`src/rtl/dcb_pkg.sv`:
```
// Shared types and codes for the draw command batcher.
// Used by every module of the block; depends on nothing.
package dcb_pkg;

  localparam logic [1:0] KIND_FRAME  = 2'd0;
  localparam logic [1:0] KIND_NODE   = 2'd1;
  localparam logic [1:0] KIND_RENDER = 2'd2;

  localparam logic [3:0] CMD_FILL_RECT    = 4'd0;
  localparam logic [3:0] CMD_FILL_ROUNDED = 4'd1;
  localparam logic [3:0] CMD_STROKE       = 4'd2;
  localparam logic [3:0] CMD_IMAGE        = 4'd3;
  localparam logic [3:0] CMD_MESH         = 4'd4;
  localparam logic [3:0] CMD_GLYPH        = 4'd5;
  localparam logic [3:0] CMD_PUSH_CLIP    = 4'd6;
  localparam logic [3:0] CMD_POP_CLIP     = 4'd7;
  localparam logic [3:0] CMD_PUSH_OPACITY = 4'd8;
  localparam logic [3:0] CMD_POP_OPACITY  = 4'd9;
  localparam logic [3:0] CMD_PUSH_XFORM   = 4'd10;
  localparam logic [3:0] CMD_POP_XFORM    = 4'd11;

  localparam logic [1:0] PIPE_RECT  = 2'd0;
  localparam logic [1:0] PIPE_IMAGE = 2'd1;
  localparam logic [1:0] PIPE_MESH  = 2'd2;
  localparam logic [1:0] PIPE_GLYPH = 2'd3;

  localparam logic [31:0] RES_FILL   = 32'd0;
  localparam logic [31:0] RES_STROKE = 32'd1;

  localparam logic REG_BATCHING = 1'b0;
  localparam logic REG_CAPACITY = 1'b1;

  localparam logic [15:0] CAPACITY_RESET  = 16'd256;
  localparam logic [63:0] SIGNATURE_RESET = 64'd1;

  localparam logic STATUS_PACKET  = 1'b0;
  localparam logic STATUS_INVALID = 1'b1;

  typedef enum logic [2:0] {
    OP_FRAME,
    OP_NODE,
    OP_BARRIER,
    OP_DRAW,
    OP_INVALID
  } op_t;

  typedef struct packed {
    op_t         op;
    logic [1:0]  pipeline;
    logic [31:0] resource;
    logic [31:0] node;
  } entry_t;

  typedef struct packed {
    logic full;
    logic empty;
  } queue_status_t;

  typedef struct packed {
    logic        status;
    logic [1:0]  pipeline;
    logic [31:0] resource;
    logic [31:0] packet_node;
    logic [63:0] packet_signature;
    logic [31:0] packet_order;
    logic        merged;
    logic [31:0] batch_index;
    logic [31:0] batch_first_packet;
    logic [15:0] batch_size;
    logic [31:0] barrier_total;
    logic [31:0] merged_total;
  } result_t;

endpackage

```
`src/rtl/dcb_front.sv`:
```
// Front end: accepts items and classifies them into queue entries.
// Depends on dcb_pkg.
module dcb_front (
  input  logic                 in_valid,
  output logic                 in_ready,
  input  logic [1:0]           kind,
  input  logic [3:0]           command_kind,
  input  logic [31:0]          resource_handle,
  input  logic [31:0]          node_ident,
  input  dcb_pkg::queue_status_t q_status,
  output logic                 q_push,
  output dcb_pkg::entry_t      q_entry
);

  logic keep;

  assign in_ready = !q_status.full;

  always_comb begin
    keep              = 1'b1;
    q_entry.op        = dcb_pkg::OP_INVALID;
    q_entry.pipeline  = dcb_pkg::PIPE_RECT;
    q_entry.resource  = dcb_pkg::RES_FILL;
    q_entry.node      = node_ident;
    unique case (kind)
      dcb_pkg::KIND_FRAME: q_entry.op = dcb_pkg::OP_FRAME;
      dcb_pkg::KIND_NODE:  q_entry.op = dcb_pkg::OP_NODE;
      dcb_pkg::KIND_RENDER: begin
        unique case (command_kind) inside
          dcb_pkg::CMD_FILL_RECT, dcb_pkg::CMD_FILL_ROUNDED: begin
            q_entry.op = dcb_pkg::OP_DRAW;
          end
          dcb_pkg::CMD_STROKE: begin
            q_entry.op       = dcb_pkg::OP_DRAW;
            q_entry.resource = dcb_pkg::RES_STROKE;
          end
          dcb_pkg::CMD_IMAGE: begin
            q_entry.op       = dcb_pkg::OP_DRAW;
            q_entry.pipeline = dcb_pkg::PIPE_IMAGE;
            q_entry.resource = resource_handle;
          end
          dcb_pkg::CMD_MESH: begin
            q_entry.op       = dcb_pkg::OP_DRAW;
            q_entry.pipeline = dcb_pkg::PIPE_MESH;
            q_entry.resource = resource_handle;
          end
          dcb_pkg::CMD_GLYPH: begin
            q_entry.op       = dcb_pkg::OP_DRAW;
            q_entry.pipeline = dcb_pkg::PIPE_GLYPH;
            q_entry.resource = resource_handle;
          end
          dcb_pkg::CMD_PUSH_CLIP, dcb_pkg::CMD_POP_CLIP,
          dcb_pkg::CMD_PUSH_OPACITY, dcb_pkg::CMD_POP_OPACITY,
          dcb_pkg::CMD_PUSH_XFORM, dcb_pkg::CMD_POP_XFORM: begin
            q_entry.op = dcb_pkg::OP_BARRIER;
          end
          default: q_entry.op = dcb_pkg::OP_INVALID;
        endcase
      end
      default: keep = 1'b0;  // unused kind is dropped
    endcase
  end

  assign q_push = in_valid && in_ready && keep;

endmodule

```
`src/rtl/dcb_queue.sv`:
```
// Two-entry queue between the classifier and the batching back end.
// Depends on dcb_pkg.
module dcb_queue (
  input  logic                   clk,
  input  logic                   rst,
  input  logic                   push,
  input  dcb_pkg::entry_t        push_entry,
  input  logic                   pop,
  output dcb_pkg::entry_t        head,
  output dcb_pkg::queue_status_t status
);

  dcb_pkg::entry_t slots [2];
  logic            wr_ptr;
  logic            rd_ptr;
  logic [1:0]      count;

  assign head         = slots[rd_ptr];
  assign status.full  = (count == 2'd2);
  assign status.empty = (count == 2'd0);

  always_ff @(posedge clk) begin
    if (rst) begin
      wr_ptr <= 1'b0;
      rd_ptr <= 1'b0;
      count  <= 2'd0;
    end else begin
      if (push) wr_ptr <= !wr_ptr;
      if (pop) rd_ptr <= !rd_ptr;
      if (push && !pop) count <= count + 2'd1;
      else if (pop && !push) count <= count - 2'd1;
    end
  end

  always_ff @(posedge clk) begin
    if (push) slots[wr_ptr] <= push_entry;
  end

endmodule

```
`src/rtl/dcb_back.sv`:
```
// Back end: frame state, batch matching, counters and the result register.
// Depends on dcb_pkg.
module dcb_back (
  input  logic                   clk,
  input  logic                   rst,
  input  logic                   cfg_we,
  input  logic                   cfg_index,
  input  logic [15:0]            cfg_data,
  input  dcb_pkg::entry_t        head,
  input  dcb_pkg::queue_status_t q_status,
  output logic                   pop,
  output logic                   res_valid,
  input  logic                   res_ready,
  output dcb_pkg::result_t       res
);

  logic        batching_enabled;
  logic [15:0] packet_capacity;

  logic [63:0] signature;
  logic [31:0] next_order;
  logic        batch_open;
  logic [1:0]  open_pipeline;
  logic [31:0] open_resource;
  logic [63:0] open_signature;
  logic [31:0] open_first;
  logic [15:0] open_count;
  logic [31:0] batches_made;
  logic [31:0] barriers;
  logic [31:0] merges;
  logic [31:0] current_node;
  logic        failed;

  logic        merge_hit;
  logic [15:0] count_next;
  logic [31:0] merges_next;
  logic [31:0] batches_next;

  assign pop = !q_status.empty && (!res_valid || res_ready);

  assign merge_hit = batch_open && batching_enabled && (open_count < packet_capacity) &&
                     (open_pipeline == head.pipeline) && (open_resource == head.resource) &&
                     (open_signature == signature);

  assign count_next   = merge_hit ? open_count + 16'd1 : 16'd1;
  assign merges_next  = merge_hit ? merges + 32'd1 : merges;
  assign batches_next = merge_hit ? batches_made : batches_made + 32'd1;

  always_ff @(posedge clk) begin
    if (rst) begin
      batching_enabled <= 1'b1;
      packet_capacity  <= dcb_pkg::CAPACITY_RESET;
    end else if (cfg_we) begin
      if (cfg_index == dcb_pkg::REG_BATCHING) batching_enabled <= cfg_data[0];
      else packet_capacity <= cfg_data;
    end
  end

  always_ff @(posedge clk) begin
    if (rst || (pop && head.op == dcb_pkg::OP_FRAME)) begin
      signature      <= dcb_pkg::SIGNATURE_RESET;
      next_order     <= 32'd0;
      batch_open     <= 1'b0;
      open_pipeline  <= dcb_pkg::PIPE_RECT;
      open_resource  <= 32'd0;
      open_signature <= dcb_pkg::SIGNATURE_RESET;
      open_first     <= 32'd0;
      open_count     <= 16'd0;
      batches_made   <= 32'd0;
      barriers       <= 32'd0;
      merges         <= 32'd0;
      current_node   <= 32'd0;
      failed         <= 1'b0;
    end else if (pop && !failed) begin
      unique case (head.op)
        dcb_pkg::OP_NODE: begin
          current_node <= head.node;
          if (batch_open) begin
            barriers   <= barriers + 32'd1;
            signature  <= signature + 64'd1;
            batch_open <= 1'b0;
          end
        end
        dcb_pkg::OP_BARRIER: begin
          barriers   <= barriers + 32'd1;
          signature  <= signature + 64'd1;
          batch_open <= 1'b0;
        end
        dcb_pkg::OP_DRAW: begin
          next_order   <= next_order + 32'd1;
          open_count   <= count_next;
          merges       <= merges_next;
          batches_made <= batches_next;
          if (!merge_hit) begin
            batch_open     <= 1'b1;
            open_pipeline  <= head.pipeline;
            open_resource  <= head.resource;
            open_signature <= signature;
            open_first     <= next_order;
          end
        end
        dcb_pkg::OP_INVALID: failed <= 1'b1;
        default: ;
      endcase
    end
  end

  always_ff @(posedge clk) begin
    if (rst) begin
      res_valid <= 1'b0;
    end else if (pop && !failed &&
                 (head.op == dcb_pkg::OP_DRAW || head.op == dcb_pkg::OP_INVALID)) begin
      res_valid <= 1'b1;
    end else if (res_ready) begin
      res_valid <= 1'b0;
    end
  end

  always_ff @(posedge clk) begin
    if (pop && !failed) begin
      if (head.op == dcb_pkg::OP_DRAW) begin
        res.status             <= dcb_pkg::STATUS_PACKET;
        res.pipeline           <= head.pipeline;
        res.resource           <= head.resource;
        res.packet_node        <= current_node;
        res.packet_signature   <= signature;
        res.packet_order       <= next_order;
        res.merged             <= merge_hit;
        res.batch_index        <= batches_next - 32'd1;
        res.batch_first_packet <= merge_hit ? open_first : next_order;
        res.batch_size         <= count_next;
        res.barrier_total      <= barriers;
        res.merged_total       <= merges_next;
      end else if (head.op == dcb_pkg::OP_INVALID) begin
        res <= '{status: dcb_pkg::STATUS_INVALID, default: '0};
      end
    end
  end

endmodule

```
`src/rtl/draw_command_batcher_unit.sv`:
```
// Top level of the draw command batcher: classifier, queue and batching back end.
// Depends on dcb_pkg, dcb_front, dcb_queue and dcb_back.
//
// One item is accepted per clock while in_ready is high and at most one result comes
// out per clock; a draw item is written into the two-entry queue and then loaded
// into the result register once that register is free or being taken, and it is
// presented there until out_ready takes it. in_ready drops only when the queue is
// full, which happens only while out_ready is held low. Frame
// start, node start and state commands give no result; drawable commands give a
// packet and an undrawable command gives one error result, after which everything
// up to the next frame start is dropped. Configuration writes take effect at once
// and must be made while no item is in flight.
module draw_command_batcher_unit (
  input  logic        clk,
  input  logic        rst,
  input  logic        cfg_we,
  input  logic        cfg_index,
  input  logic [15:0] cfg_data,
  input  logic        in_valid,
  output logic        in_ready,
  input  logic [1:0]  kind,
  input  logic [3:0]  command_kind,
  input  logic [31:0] resource_handle,
  input  logic [31:0] node_ident,
  output logic        out_valid,
  input  logic        out_ready,
  output logic        status,
  output logic [1:0]  pipeline,
  output logic [31:0] resource,
  output logic [31:0] packet_node,
  output logic [63:0] packet_signature,
  output logic [31:0] packet_order,
  output logic        merged,
  output logic [31:0] batch_index,
  output logic [31:0] batch_first_packet,
  output logic [15:0] batch_size,
  output logic [31:0] barrier_total,
  output logic [31:0] merged_total
);

  dcb_pkg::queue_status_t q_status;
  dcb_pkg::entry_t        q_entry;
  dcb_pkg::entry_t        q_head;
  dcb_pkg::result_t       res;
  logic                   q_push;
  logic                   q_pop;

  dcb_front u_front (
    .in_valid        (in_valid),
    .in_ready        (in_ready),
    .kind            (kind),
    .command_kind    (command_kind),
    .resource_handle (resource_handle),
    .node_ident      (node_ident),
    .q_status        (q_status),
    .q_push          (q_push),
    .q_entry         (q_entry)
  );

  dcb_queue u_queue (
    .clk        (clk),
    .rst        (rst),
    .push       (q_push),
    .push_entry (q_entry),
    .pop        (q_pop),
    .head       (q_head),
    .status     (q_status)
  );

  dcb_back u_back (
    .clk       (clk),
    .rst       (rst),
    .cfg_we    (cfg_we),
    .cfg_index (cfg_index),
    .cfg_data  (cfg_data),
    .head      (q_head),
    .q_status  (q_status),
    .pop       (q_pop),
    .res_valid (out_valid),
    .res_ready (out_ready),
    .res       (res)
  );

  assign status             = res.status;
  assign pipeline           = res.pipeline;
  assign resource           = res.resource;
  assign packet_node        = res.packet_node;
  assign packet_signature   = res.packet_signature;
  assign packet_order       = res.packet_order;
  assign merged             = res.merged;
  assign batch_index        = res.batch_index;
  assign batch_first_packet = res.batch_first_packet;
  assign batch_size         = res.batch_size;
  assign barrier_total      = res.barrier_total;
  assign merged_total       = res.merged_total;

  a_queue_status: assert property (@(posedge clk) disable iff (rst)
    !(q_status.full && q_status.empty))
    else $error("queue reports full and empty together");

  a_error_clean: assert property (@(posedge clk) disable iff (rst)
    (out_valid && status) |-> (pipeline == dcb_pkg::PIPE_RECT &&
                               resource == dcb_pkg::RES_FILL &&
                               batch_size == 16'd0 && !merged))
    else $error("error result carries packet fields");

  a_packet_size: assert property (@(posedge clk) disable iff (rst)
    (out_valid && !status) |-> (batch_size != 16'd0))
    else $error("packet result with empty batch");

  a_merge_order: assert property (@(posedge clk) disable iff (rst)
    (out_valid && merged) |-> (batch_size != 16'd1 && packet_order != batch_first_packet))
    else $error("merged packet does not extend an open batch");

endmodule
```
`config.mk`:
```
export PLATFORM = sky130hd
export DESIGN_NAME = draw_command_batcher_unit
export DESIGN_NICKNAME = d
export VERILOG_FILES = /design/src/rtl/dcb_pkg.sv /design/src/rtl/dcb_front.sv /design/src/rtl/dcb_queue.sv /design/src/rtl/dcb_back.sv /design/src/rtl/draw_command_batcher_unit.sv
export SDC_FILE = /design/constraint.sdc
export NUM_CORES = 1
export LEC_CHECK = 0
export BUFFER_PORTS_ARGS = -buffer_cell sky130_fd_sc_hd__buf_4
export CAP_MARGIN = 0
export CORE_UTILIZATION = 45
export DETAILED_ROUTE_END_ITERATION = 12
export PLACE_DENSITY_LB_ADDON = 0.12
export REMOVE_ABC_BUFFERS = 1
export SLEW_MARGIN = 20
export SYNTH_ARGS = -nofsm -noshare
export SYNTH_HDL_FRONTEND = slang
export SYNTH_SLANG_ARGS = --single-unit
```
`constraint.sdc`:
```
create_clock -name clk -period 6.6 [get_ports clk]
set_clock_uncertainty 0.05 [all_clocks]
set_input_delay 0 -clock clk [delete_from_list [all_inputs] [get_ports clk]]
set_output_delay 0 -clock clk [all_outputs]
set_load 0.05 [all_outputs]
```
# Word level (Yosys, flattened, before mapping)
# Memories as Yosys holds them, arrays and structs flattened. A register that Yosys moved wholly into a read port is not among the register bits.
# Index checks and enable logic that the tools add are counted.
# word_totals
reg_bits	702
mem_bits_rw	138
inputBits	92
out_inout_bits	310
word_cells	140
n_memories	1
# mem_list
memory	depth	word_bits	read_ports	rd_ports_with_merged_regs	write_ports	line	source
u_queue.slots	2	69	1	1	1	dcb_queue.sv:13	dcb_pkg::entry_t slots [2];
# classes
n_addsub	9
n_lt_le_gt_ge	1
n_eq_ne	23
mux	26
n_bitwise	2
reduce_logical	47
# ops
operator	n
308-bit two-way mux	1
307-bit two-way mux	1
32-bit by 1-bit adder with 32-bit output, second input constant	4
32-bit two-way mux	4
32-bit one-hot mux with 2 select lines	2
64-bit one-hot mux with 2 select lines	1
64-bit by 1-bit adder with 64-bit output, second input constant	1
64-bit equality test	1
64-bit two-way mux	1
34-bit two-way mux	1
32-bit equality test	1
32-bit by 1-bit subtractor with 32-bit output, second input constant	1
16-bit by 1-bit adder with 16-bit output, second input constant	1
4-bit by 3-bit equality test with 1-bit output, second input constant	4
4-bit equality test, second input constant	4
16-bit less-than comparator	1
16-bit two-way mux	1
1-bit logical AND	13
2-bit AND reduction	6
6-bit OR reduction	2
2-bit nonzero test	5
3-bit one-hot mux with 3 select lines	1
3-bit AND reduction	3
4-bit by 2-bit equality test with 1-bit output, second input constant	2
other kinds (24)	46

# Depth between registers and ports, before layout
# Gate-level depths: netlist of the first run.
# logic_depth
depth_word	8
ltp_mapped	23
ltp_nobuf	17

# Cells and area by module
# A second synthesis of the first run with hierarchy kept.
# unflattened
hier_cells	3576
area_unflattened_um2	36749.0
# modules_own_cells
mod	instances	cells_each	area_each_um2	seq_area_each_um2
dcb_back	1	3252	30919.7	17056.4
dcb_queue	1	237	5226.3	4244.1
dcb_front	1	87	603.1	0.0

# Worst setup path after synthesis of the first run
# No wires, ideal clock.
# synth_timing
kind	reg-to-reg
start	register (tool-made name)
end	register u_back.res[0] (netlist name)
setup_ps	543
arrival_time_ps	5253
path_slack_ps	754
path_stages_with_launch	9
n_path_buf	4
period_less_slack_ps	5846
path_cell_list	dfxtp_1 buf_6 buf_6 buf_2 nand3_1 a21oi_1 and2_1 clkbuf_1 or2_2

==> results of run 1 <==
==> final cells by class <==
type / instances / area, µm²
fillers: 6911 / 35000
diodes: 2 / 5.00
clock buffers: 133 / 2570
multi-input cells: 2361 / 13900
repair buffers: 559 / 4620
inverters: 44 / 170
clock inverters: 37 / 375
well taps: 1050 / 1310
flip-flops and latches: 841 / 21300
==> what timing repair did <==
action | CTS | global route
hold buffers | 129 | 0
resized for setup | 0 | 0
hold endpoints to repair | 163 | 0
==> worst max-delay path: stages, from the launching register on <==
cell      delay, ns
dfxtp_4        0.94
buf_4          0.47
mux2i_1        0.37
xnor2_1        0.12
nor4_2         0.38
nand4_2        0.35
or3_4          0.53
xnor2_1        0.19
ha_1           0.34
nand2_1        0.08
or4_1          0.44
o211ai_1       0.16
o21ai_1        0.20
nor4_2         0.26
buf_4          0.23
a31oi_1        0.10
a41o_1         0.22
==> metrics by stage <==
step / TNS [ns] / util [%] / hold slack [ns]
2_1_floorplan: -4134.47 / - / 0.0191
3_3_place_gp: 0 / 50.5 / 0.135
3_5_place_dp: 0 / 50.5 / 0.138
4_1_cts: 0 / 55.9 / 0.000503
5_1_grt: 0 / 55.9 / 0.0115
6_report: 0 / 55.9 / 0.0405
==> Yosys cell counts (44+ instances only) <==
cell | instances | share of area [%]
inv_1 | 44 | 0.46
nand2_1 | 449 | 4.7
a211oi_1 | 77 | 1.6
a21oi_1 | 208 | 2.9
nor2_1 | 423 | 4.4
o21ai_0 | 51 | 0.71
nand4_1 | 70 | 1.2
xnor2_1 | 205 | 5.0
edfxtp_1 | 446 | 37
nand3_1 | 103 | 1.4
clkbuf_1 | 178 | 1.8
and3_1 | 46 | 0.80
dfxtp_1 | 395 | 22
mux2i_1 | 69 | 1.9
and2_1 | 199 | 3.4
xor2_1 | 147 | 3.6
==> kinds of logic after synthesis <==
group                      count (synthesis)  synth area share [%]
DFF                                      841                  58.9
adders and majority gates                 23                 0.796
muxes                                     80                  2.35
buffers and inverters                    253                  2.80
and+or+nand+nor                         1512                  20.1
xor gates and xnor gates                 352                  8.53
AOI/OAI and AO/OA                        394                  6.49
==> final timing paths <==
kind | cells past startpoint | slack, ns | from | endpoint
min reg2reg | 2 | 0.40 | u_back.open_first[19] | u_back.open_first[19]
min | 2 | 0.04 | node_ident[7] | u_queue.slots[0][7]
max | 16 | 0.91 | register | u_back.res[140]
max reg2reg | 16 | 0.91 | register | u_back.res[140]
==> power by group through the flow <==
stage               Sequential, mW  Clock [mW]  Combinational (mW)
finish                        6.43        5.04                3.23
global route                  6.48        5.38                3.42
CTS                           6.44        5.17                3.28
detailed placement            6.55           0                3.21
global placement              6.55           0                3.19
floorplan                     7.71           0               0.979
==> metal layers <==
metal	vias up	share of wire [%]	wire length [µm]
met4	0	2.4	2200
met5	-	0	0
met3	135	6.4	5910
met2	719	47	42900
met1	12381	45	41000
li1	12822	-	-
==> registers in the layout, indices dropped and copies added (netlist names), 2 cells and up, named ones only <==
signal and flops:
u_back.signature 64, u_back.open_resource 32, u_back.open_first 32, u_back.batches_made 32, u_back.barriers 32, u_back.current_node 32
u_back.open_count 16, u_back.open_signature 64, u_back.open_pipeline 2, u_queue.slots 138, u_queue.count 2, u_back.next_order 32
u_back.res 308, u_back.merges 32, u_back.packet_capacity 16
==> metrics.txt, run 1 <==
Reg power frac 43.8%; Hold Vio Cnt, Final 0; htree depth 3; arrival time worst endpoint 6.04 ns; Synth warnings 0; Design Power 14.7 mW; crit end category register; TritonCTS clock tree built; crit path launch type register; Rows around 100; status finished clean; area delta synth->final 22.5%; Worst Path Max Fanout 49; dpl hpwl 59.0 mm; kind of critical path reg -> reg; drc violations 0; Post-synth ARST share 0%; met1 Use GR 30.3%; Main synth FF type edfxtp_1; PwrDens 332 nW/µm²; final non-filler cell total 5027; Syn Area/Cell approximately 10 µm²; GRT met3 Usage under 10%; TritonRoute pass-1 iters 6; root buffer selected by CTS clkbuf_16; Synth Cell Area about 36000 µm²; HP Class in -> reg; LEAKAGE 15.4 nW; pin count of the biggest net entering global routing 143; Max IR drop VDD 0.000221 V; Cells after Synth 3455; Setup Fix Bufs, Post-CTS 0; EDFF count, synth around 450; Setup WS post-layout around 0.91 ns; Sw Ratio roughly 32%; CORE AREA 79300 µm²; grt met2 use a little over a third; Pint 9.97 mW; via count 26057; clock-pin slew on the worst setup and hold paths approximately 0.060 ns; commonest non-fill, non-tap cell in the layout nand2_1; die height 285 µm; Sink Count 841; gpl congestion ~0.85; WL/cell 18.3 µm; Tcrit/Tclk final a little under nine tenths; CTS Buf Count between 90 and 100; logic gate share of total power approximately 22%; input/output buffers 401; Worst Setup Slack post-DPL between 0.9 and 1 ns; DRT Wirelength 92.0 mm; FMAX 176 MHz; Yosys reg bits 841; Final Setup Violations 0; post-route cell area 44300 µm²; most frequent cells in the layout nand2_1 (448), edfxtp_1 (446), nor2_1 (422), buf_4 (422), dfxtp_1 (394); max-cap violation count 0; ANT nets after route 0; gr busiest metal met2; I/O pin total ~400; Starting DRT DRC Count around 1800; RSZ-0062 raised after global routing no; max-slew violations 0; first-pass GRT wire length 142 mm; crit path time final around 5.7 ns; clock latency on the worst-skew pair 0.65 ns; Die X 285 µm; vias in the first global route about 25000; total die area 81500 µm²; initial antenna violation count 3; cell area after placement 40000 µm²; Total GRT Usage between 20% and 30%; nets 4014; Worst-Margin Slew 1.05 ns; GRT overflow 0; clock buffer depth 3; share of cells above drive strength 1 15.2%; vias per inst 5.18; post-synth cell types 77; Clock power frac 34.3%; Slew headroom 30.0%; register area share after synthesis 58.9%; placed instance count 4726; CP required 6.95 ns; P_sw 4.74 mW; Initial Util 45.6%
Power figures use the tool's default switching activity.
==> inputs of run 2 (changes only) <==
--- a/config.mk
+++ b/config.mk
@@ -5,7 +5,7 @@
 export SDC_FILE = /design/constraint.sdc
 export NUM_CORES = 1
 export LEC_CHECK = 0
-export BUFFER_PORTS_ARGS = -buffer_cell sky130_fd_sc_hd__buf_4
+export BUFFER_PORTS_ARGS = -buffer_cell sky130_fd_sc_hd__buf_2
 export CAP_MARGIN = 0
 export CORE_UTILIZATION = 45
 export DETAILED_ROUTE_END_ITERATION = 12
==> run 2 against run 1 <==
Net effect: global-route usage decreased by 0.39 points; critical path depth unchanged; largest power group unchanged; largest cell class unchanged; sequential share of layout area increased by 0.97 points; critical endpoint unchanged; non-clock buffer count decreased by 20.
==> metrics.txt, run 2 (synthesis results as in run 1) <==
max-slew violations 0 (unchanged); Rows 103 (unchanged); biggest regs u_back.res x308, u_queue.slots x138; Worst-Margin Slew 1.06 ns (+0.00990 ns); Initial Util 45.6% (unchanged); crit path time final 5.52 ns (-0.171 ns); commonest non-fill, non-tap cell in the layout nand2_1; clock buffer depth 3 (unchanged); area delta synth->final 20.1%; nets 3994 (-0.50%); PwrDens 343 nW/µm² (+3.4%); Final Setup Violations 0 (unchanged); HP Class in -> reg; Die X 285 µm (unchanged); dpl hpwl 58.8 mm (-0.25%); crit path launch type register; GRT overflow 0 (unchanged); clock-pin slew on the worst setup and hold paths 0.06 ns (about the same); CP max stage cell dfxtp_4; RSZ-0062 raised after global routing no; Sink Count 841 (unchanged); WP buf/inv 2 (unchanged); ANT nets after route 0 (unchanged); Tcrit/Tclk final 83.6% (-2.6 points); initial antenna violation count 2 (-1); hold_sp node_ident[16]; first-pass GRT wire length 139 mm (-1.5%); arrival time worst endpoint 5.86 ns (-0.18 ns); WL/cell 18.0 µm (-1.4%); DRT Wirelength 90.4 mm (-1.8%); via count 25868 (-0.73%); Hold Vio Cnt, Final 0 (unchanged); TritonRoute pass-1 iters 5 (-1); status finished clean; vias in the first global route 24097 (-1.9%); TritonCTS clock tree built; root buffer selected by CTS clkbuf_16; Setup WS post-layout 1.08 ns (+0.171 ns); Max IR drop VDD 0.000263 V (+19%); Worst Setup Slack post-DPL 1.12 ns (+0.214 ns); max-cap violation count 0 (unchanged); input/output buffers 401 (unchanged); die height 285 µm (unchanged); drc violations 0 (unchanged); crit end category register; # fillers 7023 (+1.6%); cts repair resizes 0 (unchanged); setup TNS 0 ns (unchanged); LEAKAGE 15.2 nW (-1.6%); crit-path cells buf_4, mux2i_1, xnor2_1, nor4_1, nand4_2, or3_4, xnor2_1, ha_1, nand2_1, or4_1, o211ai_1, o21ai_1, nor4_2, buf_4, a31oi_1, a41o_1; I/O pin total 402 (unchanged); CORE AREA 79300 µm² (unchanged); Total GRT Usage 21.7% (-0.39 points); final non-filler cell total 5008 (-0.38%); delay-heaviest family, CP simple AND/OR/NAND/NOR gates; Worst Path Max Fanout 45 (-8.2%); clock latency on the worst-skew pair 0.64 ns (about the same); Max stage delay on crit path 0.89 ns (-0.05 ns); FMAX 181 MHz (+3.1%); share of cells above drive strength 1 15.8% (+0.65 points); hold_ws 0.0315 ns (-0.00897 ns); pin count of the biggest net entering global routing 150 (+4.9%); # diodes 0 (-2); Top reg by flops u_back.res; max FFs per register 308 (unchanged); placed instance count 4730 (+0.085%); CTS Buf Count 92 (unchanged); CP required 6.94 ns (about the same); Slew headroom 29.2% (-0.83 points); Starting DRT DRC Count 1497 (-19%); htree depth 3 (unchanged); vias per inst 5.17 (-0.35%); gpl congestion 0.823 (-2.9%); most frequent cells in the layout nand2_1 (448), edfxtp_1 (446), nor2_1 (422); kind of critical path reg -> reg; total die area 81500 µm² (unchanged)
## run 2: area by class of cell
| class | instances | area (µm²) | share of cell area, % |
|---|---|---|---|
| sequential | 841 | 21300 | 49.1 |
| multi-input combinational | 2361 | 13900 | 32.1 |
| timing repair buffer | 539 | 3430 | 7.91 |
| clock buffer | 121 | 2580 | 5.94 |
| tap | 1050 | 1310 | 3.03 |
| clock inverter | 52 | 688 | 1.59 |
| inverter | 44 | 170 | 0.392 |
## run 2: per-layer routing
metal,global-route usage (%),routed length [µm],vias up
met5,0,0,-
met4,5.56,1810,0
met3,3.41,4630,111
met2,34.7,41900,603
met1,30.7,42000,12369
li1,-,-,12785
## run 2: where the power goes
group	internal, mW	switching (mW)	leakage [nW]
combinational	0.703	2.32	6.21
sequential	6.15	0.253	7.39
clock	3.34	2.13	1.56
## run 2: repair_timing
item,in CTS,in global routing
hold buffers,104,0
endpoints found under the setup margin,0,0
hold endpoints to repair,163,0
buffers inserted,0,0
## run 2: final timing paths
kind	cells after the start	endpoint	slack, ns
min reg2reg	2	u_back.open_first[30]	0.40
max reg2reg	16	u_back.res[140]	1.08
max	16	u_back.res[140]	1.08
min	2	u_queue.slots[1][16]	0.03
## run 2: stage by stage
step                util (%)  cell area [µm²]  power [mW]
floorplan                  -            35300        8.69
global placement        49.3            39100        9.52
detailed placement      49.3            39100        9.53
CTS                     54.7            43400        15.1
global route            54.8            43400        15.5
finish                  54.8            43400        14.9
## run 2: worst register-to-register path, delay by kind of cell (launching register included)
family,cells,cell delay (ns)
xor+xnor,2,0.31
buf+inv,2,0.69
flops,1,0.89
simple gates,6,1.97
fa+ha+maj,1,0.32
compound gates,4,0.70
mux,1,0.36
